<file path="config.mk">
export PLATFORM = sky130hd
export DESIGN_NAME = motion_stall_detector
export DESIGN_NICKNAME = d
export VERILOG_FILES = /design/src/hdl/msd_pkg.sv /design/src/hdl/motion_stall_detector.sv
export SDC_FILE = /design/constraint.sdc
export NUM_CORES = 2
export LEC_CHECK = 0
export BUFFER_PORTS_ARGS = -buffer_cell sky130_fd_sc_hd__buf_2
export CAP_MARGIN = 20
export CORE_MARGIN = 2
export CORE_UTILIZATION = 45
export CTS_BUF_LIST = sky130_fd_sc_hd__clkbuf_4 sky130_fd_sc_hd__clkbuf_8
export CTS_CLUSTER_DIAMETER = 60
export DETAILED_ROUTE_END_ITERATION = 8
export GPL_TIMING_DRIVEN = 0
export HOLD_SLACK_MARGIN = 0.15
export SETUP_SLACK_MARGIN = 0.1
export SLEW_MARGIN = 5
export SYNTH_ARGS = -nofsm -noshare
export SYNTH_HDL_FRONTEND = slang
export SYNTH_SLANG_ARGS = --single-unit
</file>
<file path="constraint.sdc">
create_clock -name clk -period 15.8 [get_ports clk]
set_input_delay 4.74 -clock clk [delete_from_list [all_inputs] [get_ports clk]]
set_output_delay 4.74 -clock clk [all_outputs]
set_load 0.02 [all_outputs]
</file>
<file path="src/hdl/msd_pkg.sv">
// Package for the motion stall detector: payload structs, field widths,
// configuration register indexes and input mode codes.
// No dependencies.
`default_nettype none

package msd_pkg;

    localparam int POS_BITS       = 24;
    localparam int SPEED_BITS     = 16;
    localparam int ELAPSED_BITS   = 16;
    localparam int MIN_MOVE_BITS  = 24;
    localparam int LIMIT_BITS     = 32;
    localparam int CMD_THR_BITS   = 15;
    localparam int STALL_MS_BITS  = 32;
    localparam int CFG_DATA_BITS  = 32;
    localparam int CFG_INDEX_BITS = 2;

    // Squared distances: the absolute difference of two positions fits POS_BITS.
    localparam int SQ_BITS   = 2 * POS_BITS;
    localparam int THR2_BITS = 2 * MIN_MOVE_BITS;

    localparam logic [STALL_MS_BITS-1:0] STALL_MS_MAX = '1;

    localparam logic [MIN_MOVE_BITS-1:0] MIN_MOVE_RESET    = MIN_MOVE_BITS'(100);
    localparam logic [LIMIT_BITS-1:0]    NO_PROG_LIM_RESET = LIMIT_BITS'(5000);
    localparam logic [LIMIT_BITS-1:0]    STUCK_LIM_RESET   = LIMIT_BITS'(3000);
    localparam logic [CMD_THR_BITS-1:0]  CMD_THR_RESET     = CMD_THR_BITS'(10);

    typedef enum logic [CFG_INDEX_BITS-1:0] {
        REG_MIN_MOVE          = 2'd0,
        REG_NO_PROGRESS_LIMIT = 2'd1,
        REG_STUCK_LIMIT       = 2'd2,
        REG_CMD_THRESHOLD     = 2'd3
    } cfg_reg_t;

    localparam logic MODE_UPDATE  = 1'b0;
    localparam logic MODE_RESTART = 1'b1;

    typedef struct packed {
        logic                           mode;
        logic                           sample_valid;
        logic signed [POS_BITS-1:0]     pos_x;
        logic signed [POS_BITS-1:0]     pos_y;
        logic signed [SPEED_BITS-1:0]   speed_cmd;
        logic        [ELAPSED_BITS-1:0] elapsed_ms;
    } in_item_t;

    typedef struct packed {
        logic                     anchored;
        logic                     no_progress;
        logic                     stuck;
        logic [STALL_MS_BITS-1:0] stall_ms;
    } out_item_t;

endpackage

`default_nettype wire

</file>
<file path="src/hdl/motion_stall_detector.sv">
// Motion stall detector top level: input register, combinational state update
// and result register. Depends on msd_pkg.
`default_nettype none

// The detector takes one sample transfer per cycle while the output side keeps
// up, and returns one result per sample through the input register and then the
// result register. Each sample is registered, then its squared distance from the
// anchor is compared with the squared progress threshold and the anchor, both
// stall timers and both flags are updated together; that update loop sets
// the rate of one sample per cycle. An input register and an output register
// separate the two sides, so a new sample is taken while a finished result
// still waits. Configuration writes take effect at once and are meant for idle
// periods only. TIMER_BITS sets the width of both saturating stall timers; the
// reported stall_ms is clamped to 32 bits.
module motion_stall_detector #(
    parameter int TIMER_BITS = 32
) (
    input  wire logic                               clk,
    input  wire logic                               rst_n,
    input  wire logic                               in_valid,
    output logic                                    in_ready,
    input  wire msd_pkg::in_item_t                  in_data,
    output logic                                    out_valid,
    input  wire logic                               out_ready,
    output msd_pkg::out_item_t                      out_data,
    input  wire logic                               cfg_write,
    input  wire logic [msd_pkg::CFG_INDEX_BITS-1:0] cfg_index,
    input  wire logic [msd_pkg::CFG_DATA_BITS-1:0]  cfg_data
);
    import msd_pkg::*;

    localparam int CMP_W = (TIMER_BITS > LIMIT_BITS) ? TIMER_BITS : LIMIT_BITS;
    localparam logic [TIMER_BITS-1:0] TIMER_MAX = '1;

    // Configuration; the progress threshold is kept squared.
    logic [THR2_BITS-1:0]    thr2_reg;
    logic [LIMIT_BITS-1:0]   np_limit_reg;
    logic [LIMIT_BITS-1:0]   stuck_limit_reg;
    logic [CMD_THR_BITS-1:0] cmd_thr_reg;
    logic [MIN_MOVE_BITS-1:0] min_move_wr;

    // Detector state.
    logic signed [POS_BITS-1:0] anchor_x_reg, anchor_x_next;
    logic signed [POS_BITS-1:0] anchor_y_reg, anchor_y_next;
    logic                       has_anchor_reg, has_anchor_next;
    logic [TIMER_BITS-1:0]      stall_reg, stall_next;
    logic [TIMER_BITS-1:0]      cmd_stall_reg, cmd_stall_next;
    logic                       np_flag_reg, np_flag_next;
    logic                       stuck_flag_reg, stuck_flag_next;

    // Pipeline registers.
    logic      in_v_reg;
    in_item_t  in_item_reg;
    logic      out_v_reg;
    out_item_t out_item_reg;
    out_item_t result;
    logic      advance;

    // Datapath.
    logic [POS_BITS:0]     diff_x, diff_y;
    logic [POS_BITS-1:0]   abs_x, abs_y;
    logic [SQ_BITS-1:0]    sq_x, sq_y;
    logic [SQ_BITS:0]      dist2;
    logic                  moved;
    logic                  commanding;
    logic [TIMER_BITS:0]   stall_sum, cmd_sum;
    logic [TIMER_BITS-1:0] stall_inc, cmd_inc;
    logic [CMP_W-1:0]      stall_ext;

    assign advance   = in_v_reg && (!out_v_reg || out_ready);
    assign in_ready  = !in_v_reg || advance;
    assign out_valid = out_v_reg;
    assign out_data  = out_item_reg;

    assign min_move_wr = cfg_data[MIN_MOVE_BITS-1:0];

    always_ff @(posedge clk or negedge rst_n)
    begin
        if (!rst_n)
        begin
            thr2_reg        <= THR2_BITS'(MIN_MOVE_RESET) * THR2_BITS'(MIN_MOVE_RESET);
            np_limit_reg    <= NO_PROG_LIM_RESET;
            stuck_limit_reg <= STUCK_LIM_RESET;
            cmd_thr_reg     <= CMD_THR_RESET;
        end
        else if (cfg_write)
        begin
            unique case (cfg_reg_t'(cfg_index))
                REG_MIN_MOVE:
                    thr2_reg <= THR2_BITS'(min_move_wr) * THR2_BITS'(min_move_wr);
                REG_NO_PROGRESS_LIMIT: np_limit_reg    <= cfg_data[LIMIT_BITS-1:0];
                REG_STUCK_LIMIT:       stuck_limit_reg <= cfg_data[LIMIT_BITS-1:0];
                REG_CMD_THRESHOLD:     cmd_thr_reg     <= cfg_data[CMD_THR_BITS-1:0];
                default: ;
            endcase
        end
    end

    // Distance from the anchor, squared.
    always_comb
    begin
        diff_x = {in_item_reg.pos_x[POS_BITS-1], in_item_reg.pos_x}
               - {anchor_x_reg[POS_BITS-1], anchor_x_reg};
        diff_y = {in_item_reg.pos_y[POS_BITS-1], in_item_reg.pos_y}
               - {anchor_y_reg[POS_BITS-1], anchor_y_reg};
        abs_x  = diff_x[POS_BITS] ? POS_BITS'(-diff_x) : diff_x[POS_BITS-1:0];
        abs_y  = diff_y[POS_BITS] ? POS_BITS'(-diff_y) : diff_y[POS_BITS-1:0];
        sq_x   = SQ_BITS'(abs_x) * SQ_BITS'(abs_x);
        sq_y   = SQ_BITS'(abs_y) * SQ_BITS'(abs_y);
        dist2  = {1'b0, sq_x} + {1'b0, sq_y};
        moved  = dist2 >= (SQ_BITS + 1)'(thr2_reg);
    end

    // Saturating timer increments.
    always_comb
    begin
        stall_sum  = {1'b0, stall_reg} + (TIMER_BITS + 1)'(in_item_reg.elapsed_ms);
        cmd_sum    = {1'b0, cmd_stall_reg} + (TIMER_BITS + 1)'(in_item_reg.elapsed_ms);
        stall_inc  = stall_sum[TIMER_BITS] ? TIMER_MAX : stall_sum[TIMER_BITS-1:0];
        cmd_inc    = cmd_sum[TIMER_BITS] ? TIMER_MAX : cmd_sum[TIMER_BITS-1:0];
        commanding = !in_item_reg.speed_cmd[SPEED_BITS-1]
                  && (in_item_reg.speed_cmd[SPEED_BITS-2:0] > cmd_thr_reg);
    end

    always_comb
    begin
        anchor_x_next   = anchor_x_reg;
        anchor_y_next   = anchor_y_reg;
        has_anchor_next = has_anchor_reg;
        stall_next      = stall_reg;
        cmd_stall_next  = cmd_stall_reg;
        np_flag_next    = np_flag_reg;
        stuck_flag_next = stuck_flag_reg;
        priority if (in_item_reg.mode == MODE_RESTART)
        begin
            anchor_x_next   = '0;
            anchor_y_next   = '0;
            has_anchor_next = 1'b0;
            stall_next      = '0;
            cmd_stall_next  = '0;
            np_flag_next    = 1'b0;
            stuck_flag_next = 1'b0;
        end
        else if (in_item_reg.sample_valid)
        begin
            // The first sample, or a real move, re-anchors and clears progress.
            if (!has_anchor_reg || moved)
            begin
                anchor_x_next   = in_item_reg.pos_x;
                anchor_y_next   = in_item_reg.pos_y;
                has_anchor_next = 1'b1;
                stall_next      = '0;
                cmd_stall_next  = '0;
                np_flag_next    = 1'b0;
                stuck_flag_next = 1'b0;
            end
            else
            begin
                stall_next   = stall_inc;
                np_flag_next = CMP_W'(stall_inc) >= CMP_W'(np_limit_reg);
                if (commanding)
                begin
                    cmd_stall_next  = cmd_inc;
                    stuck_flag_next = CMP_W'(cmd_inc) >= CMP_W'(stuck_limit_reg);
                end
                else
                begin
                    cmd_stall_next  = '0;
                    stuck_flag_next = 1'b0;
                end
            end
        end
    end

    always_comb
    begin
        stall_ext          = CMP_W'(stall_next);
        result.anchored    = has_anchor_next;
        result.no_progress = np_flag_next;
        result.stuck       = stuck_flag_next;
        result.stall_ms    = (stall_ext > CMP_W'(STALL_MS_MAX)) ? STALL_MS_MAX
                                                                : stall_ext[STALL_MS_BITS-1:0];
    end

    always_ff @(posedge clk or negedge rst_n)
    begin
        if (!rst_n)
        begin
            anchor_x_reg   <= '0;
            anchor_y_reg   <= '0;
            has_anchor_reg <= 1'b0;
            stall_reg      <= '0;
            cmd_stall_reg  <= '0;
            np_flag_reg    <= 1'b0;
            stuck_flag_reg <= 1'b0;
            in_v_reg       <= 1'b0;
            out_v_reg      <= 1'b0;
        end
        else
        begin
            if (in_ready)
            begin
                in_v_reg <= in_valid;
            end
            if (advance)
            begin
                anchor_x_reg   <= anchor_x_next;
                anchor_y_reg   <= anchor_y_next;
                has_anchor_reg <= has_anchor_next;
                stall_reg      <= stall_next;
                cmd_stall_reg  <= cmd_stall_next;
                np_flag_reg    <= np_flag_next;
                stuck_flag_reg <= stuck_flag_next;
                out_v_reg      <= 1'b1;
            end
            else if (out_ready)
            begin
                out_v_reg <= 1'b0;
            end
        end
    end

    always_ff @(posedge clk)
    begin
        if (in_valid && in_ready)
        begin
            in_item_reg <= in_data;
        end
        if (advance)
        begin
            out_item_reg <= result;
        end
    end

endmodule

`default_nettype wire

</file>
* Word level (Yosys, flattened, before mapping)
Cells that the tools add are included.
Operators by class: add/sub/neg operators 7, $mul 3, order comparisons 5, equal/unequal tests 3, muxes and demuxes 29, reductions and logical operators 20
Operators by type and width (count):
- 32-bit two-way mux | 9
- 24-bit two-way mux | 8
- 24-bit by 24-bit multiplier with 48-bit output | 3
- 32-bit by 16-bit adder with 33-bit output | 2
- 32-bit >= comparator | 2
- 24-bit by 24-bit subtractor with 25-bit output | 2
- 48-bit by 48-bit adder with 49-bit output | 1
- 49-bit by 48-bit >= comparator with 1-bit output | 1
- 24-bit negator | 2
- 32-bit > comparator, second input constant | 1
- 15-bit > comparator | 1
- 1-bit two-way mux | 12
- 2-bit AND reduction | 5
- 2-bit nonzero test | 3
- 2-bit equality test, second input constant | 2
- 1-bit zero test | 4
- 1-bit logical AND | 3
- 1-bit logical OR | 3
- 3-bit AND reduction | 1
- 2-bit by 1-bit equality test with 1-bit output, second input constant | 1
- 2-bit zero test | 1
Word-level totals: register bits after elaboration 361, bits of input ports 121

* Depth between registers and ports, before layout
word-level depth 11, depth in mapped cells 63, gate-level depth less buffers 61

* Worst setup path before layout
OpenSTA, ideal clock, no wires.
kind register to register, start reg anchor_y_reg[0], end reg cmd_stall_reg[25], data arrival time 13086 ps, required time 15734 ps, path slack 2648 ps, stages on the path, launching flop included 55, buffers on the path 3, period minus slack after synthesis 13152 ps, cell sequence dfrtp_1 ha_1 fa_1 nand2b_1 o32a_1 nor4_1 o31ai_1 or3_1 or3_1 clkbuf_1 o41ai_1 xnor2_1 inv_1 clkbuf_1 nand2_1 fa_1 inv_1 fa_1 (+19 left out) o21ai_0 a31oi_1 o31ai_1 o31a_1 a21bo_2 a31oi_1 xnor2_1 ha_1 a21o_1 a21o_1 a21oi_1 o2111ai_1 a21oi_1 nand2_1 nor4b_4 and2_4 buf_6 a22o_1
Between the ends: word-level cells in the longest chain between the ends 10
Ends and longest elaborated chain:
- start, declared | line motion_stall_detector.sv:44 | logic signed [POS_BITS-1:0] anchor_y_reg, anchor_y_next;
- start signal, assigned | line motion_stall_detector.sv:208 | anchor_y_reg <= anchor_y_next;
- 24-bit by 24-bit subtractor with 25-bit output * | line motion_stall_detector.sv:105 | - {anchor_y_reg[POS_BITS-1], anchor_y_reg};
- 24-bit negator | line motion_stall_detector.sv:107 | abs_y = diff_y[POS_BITS] ? POS_BITS'(-diff_y) : diff_y[POS_BITS-1:0];
- 24-bit two-way mux * | line motion_stall_detector.sv:107
- 24-bit by 24-bit multiplier with 48-bit output * | line motion_stall_detector.sv:109 | sq_y = SQ_BITS'(abs_y) * SQ_BITS'(abs_y);
- 48-bit by 48-bit adder with 49-bit output * | line motion_stall_detector.sv:110 | dist2 = {1'b0, sq_x} + {1'b0, sq_y};
- 49-bit by 48-bit >= comparator with 1-bit output * | line motion_stall_detector.sv:111 | moved = dist2 >= (SQ_BITS + 1)'(thr2_reg);
- 1-bit logical OR * | line motion_stall_detector.sv:147 | if (!has_anchor_reg || moved)
- 32-bit two-way mux * | line motion_stall_detector.sv:147
- 32-bit two-way mux * | line motion_stall_detector.sv:144 | else if (in_item_reg.sample_valid)
- 32-bit two-way mux * | line motion_stall_detector.sv:134 | priority if (in_item_reg.mode == MODE_RESTART)
- end signal, assigned | line motion_stall_detector.sv:211 | cmd_stall_reg <= cmd_stall_next;
- end, declared | line motion_stall_detector.sv:47 | logic [TIMER_BITS-1:0] cmd_stall_reg, cmd_stall_next;
Mark *: on every way between the ends. The rest lies on a longest branch, timed or not. The select of a mux whose other input is x is not followed. A chain may end at the register's enable or synchronous reset.

* Worst setup path in the final report
start reg in_item_reg[32] (netlist name), end reg stall_reg[10]
Between the ends: word-level cells in the longest chain between the ends 10
Ends and longest elaborated chain:
- start, declared | line motion_stall_detector.sv:53 | in_item_t in_item_reg;
- start signal, assigned | line motion_stall_detector.sv:227 | in_item_reg <= in_data;
- 24-bit by 24-bit subtractor with 25-bit output * | line motion_stall_detector.sv:105
- 24-bit negator | line motion_stall_detector.sv:107
- 24-bit two-way mux * | line motion_stall_detector.sv:107
- 24-bit by 24-bit multiplier with 48-bit output * | line motion_stall_detector.sv:109
- 48-bit by 48-bit adder with 49-bit output * | line motion_stall_detector.sv:110
- 49-bit by 48-bit >= comparator with 1-bit output * | line motion_stall_detector.sv:111
- 1-bit logical OR * | line motion_stall_detector.sv:147
- 32-bit two-way mux * | line motion_stall_detector.sv:147
- 32-bit two-way mux * | line motion_stall_detector.sv:144
- 32-bit two-way mux * | line motion_stall_detector.sv:134
- end signal, assigned | line motion_stall_detector.sv:210 | stall_reg <= stall_next;
- end, declared | line motion_stall_detector.sv:46 | logic [TIMER_BITS-1:0] stall_reg, stall_next;
Mark *: on every way between the ends. The rest lies on a longest branch, timed or not.

==> run_results.csv <==
group,metric,value,unit
status,outcome,"finished, final reports clean",
synthesis,async_reset_ff_share,67.5,%
layout,area.sequential,0.00962,mm²
layout,nets,9797,
critical_path,crit_type,"flip-flop to flip-flop",
critical_path,crit_fanout,10,
synthesis,syn-mean-instance-area,9.54,µm²
placed_design,post-place-cells,9572,
cts,cts-root-buf,"clkbuf_8",
placed_design,hpwl,177000,µm
cts,cts_tree,"yes",
synthesis,synth_edf_count,117,
detailed_routing,antenna_left,0,
timing,slew_viol_final,0,
layout,area_delta_synth_final,8.19,%
cts,cts_sinks,360,
detailed_routing,vias_per_cell,5.23,
grt,overflow,0,
synthesis,ys_types,93,
cts,postCtsHoldBufs,0,
cts,max-clock-path-buffers,3,
layout,final_cells,9697,
synthesis,syn_area,0.0700,mm²
synthesis,seq_area_frac_synth,13.7,%
timing,period_share,94.7,%
detailed_routing,firstDrtPassIters,5,
cts,htreeDepth,2,
synthesis,synth_seq_cells,360,
cts,clk_pin_slew,70,ps
critical_path,cp-start-kind,"flip-flop",
placed_design,gp_congestion,0.968,
synthesis,synthTopCellsByArea,"fa_1, ha_1, inv_1",
timing,tns,0,ps
layout,multi_input_area,0.0526,mm²
synthesis,yosysTopAreaCellShare,39.1,%
detailed_routing,drc,0,
floorplanning,core-area,0.154,mm²
synthesis,syn_nets,9540,
critical_path,endpoint_kind,"flip-flop",
critical_path,cp.arrival,15650,ps
synthesis,syn_inst,7342,
cts,cts_made_buffers,60,
grt,grt_usage,26.7,%
critical_path,slowest_stage,"xnor2_1",
layout,drive_gt1_share,6.97,%
placed_design,place.port_buffers,151,
synthesis,ys.flop_type,"dfrtp_1",
synthesis,synth_warnings,0,
layout,largest_register_ffs,82,
timing,min_period,14970,ps
critical_path,crit_top_cell,"fa_1",
detailed_routing,vias,50700,
floorplanning,io-pin-count,158,
timing,clock_skew,82.6,ps
grt,grt_pass1_vias,53500,
critical_path,critPathRequiredTime,16490,ps
worst_hold_path,hp-class,"flip-flop to flip-flop",
flow_run,maxCapViolCount,0,
floorplanning,rows,144,
timing,setup_viol,0,
grt,antenna_found_initial,9,
critical_path,cp_top_family,"adder cells",
detailed_routing,drt_iter0_markers,3532,
grt,grt_pass1_wl,320000,µm
grt,grt_max_degree,91,
floorplanning,dieHeight,398,µm
timing,fmax,66.8,MHz
floorplanning,die_w,398,µm
synthesis,yosysTopAreaCell,"fa_1",
critical_path,cpPeakStageDelay,1010,ps
timing,slew_headroom,17.0,%
detailed_routing,wl_per_cell,21.2,µm
timing,rsz0062_at_grt,"false",
cts,clk-insertion-delay-late,760,ps
critical_path,crit_buf_inv,6,
timing,final-hold-violation-count,0,
floorplanning,start_util,45.4,%
floorplanning,die_area,0.159,mm²
detailed_routing,wirelength,205000,µm
timing,worst_pin_slew,1240,ps
layout,fillers,14800,
timing,hold_slack,479,ps
## worst paths after layout
kind                       slack, ps                   to  depth (start not counted)                start
min                              480  stuck_limit_reg[16]                          2  stuck_limit_reg[16]
max in group asynchronous      10470          thr2_reg[8]                          3                rst_n
max                              830        stall_reg[10]                         50      in_item_reg[32]
min reg2reg                      480  stuck_limit_reg[16]                          2  stuck_limit_reg[16]
min in group asynchronous       3920        stall_reg[12]                          1                rst_n
max reg2reg                      830        stall_reg[10]                         50      in_item_reg[32]
## logic make-up after synthesis
group | after synthesis | share of synthesized area [%]
multiplexers | 115 | 1.75
buffers and inverters | 2166 | 11.7
adder cells (fa/ha/maj) | 2077 | 51.8
AND/OR/NAND/NOR | 1561 | 10.3
flip-flops | 360 | 13.7
AO/OA/AOI/OAI | 844 | 8.00
XOR/XNOR | 219 | 2.74
## what timing repair did
action | 4_1_cts | 5_1_grt
buffers inserted | 3 | 10
cloned | 0 | 0
pin swaps | 1 | 3
endpoints found under the setup margin | 148 | 148
resized for setup | 22 | 76
## metrics by stage
step                cell area [µm²]  utilization, %  worst slack (ps)
floorplan                     70000               -              2650
detailed placement            74000            48.0              -815
finish                        75700            49.1               834
global placement              73300            47.5             -1470
global route                  75700            49.1               103
CTS                           75500            49.0               172
## placed cells by master, fill, tap and decap left out, drive strengths merged, types with 21 or more instances in the layout
cell type,instances
a21oi,184
buf,230
ha,711
and2,178
nand2,638
nand3,49
nor3,35
a21o,121
mux2i,54
nor2b,48
clkbuf,261
edfxtp,117
a22o,95
xor2,92
clkinv,38
and3,35
o21bai,21
o21ai,208
xnor2,127
nor2,388
nand4,36
inv,1938
dfrtp,224
nand2b,84
o21a,35
mux2,61
fa,1366
a31oi,29
## synthesized netlist by cell type (36+ instances only)
cell type and count:
xor2_1 92, inv_1 1936, nand3_1 49, xnor2_1 127, o21ai_0 199, a22o_1 95
ha_1 711, a21o_1 121, dfrtp_1 224, a21oi_1 180, mux2_2 59, fa_1 1366
mux2i_1 54, edfxtp_1 117, and2_1 176, nor2b_1 48, nand4_1 36, nor2_1 388
nand2b_1 84, nand2_1 638, clkbuf_1 177
## worst min-delay path, delay by kind of cell (launching register included)
kind / cells / cell delay [ps]
AND/OR/NAND/NOR: 1 / 50
flip-flops: 1 / 340
AO/OA/AOI/OAI: 1 / 60
## per-layer routing
layer,GRT usage [%],part of all wire (%),vias up
met4,8.04,3.5,0
met1,37.9,44,25800
met3,3.12,6.2,322
met2,42.9,46,1647
met5,0,0,-
li1,-,-,23000
## cell type report
| class | instances | share of cell area (%) |
|---|---|---|
| flip-flops and latches | 360 | 12.7 |
| multi-input cells | 4816 | 69.4 |
| clock buffers | 91 | 1.49 |
| clock inverters | 23 | 0.286 |
| inverters | 1959 | 9.73 |
| well taps | 2044 | 3.38 |
| plain buffers | 202 | 1.18 |
| repair buffers | 200 | 1.84 |
| diodes | 2 | 0.00661 |
Power is left out: the tool's default activity adds up to more than one toggle a clock period on the data nets, which glitch-free logic cannot reach.
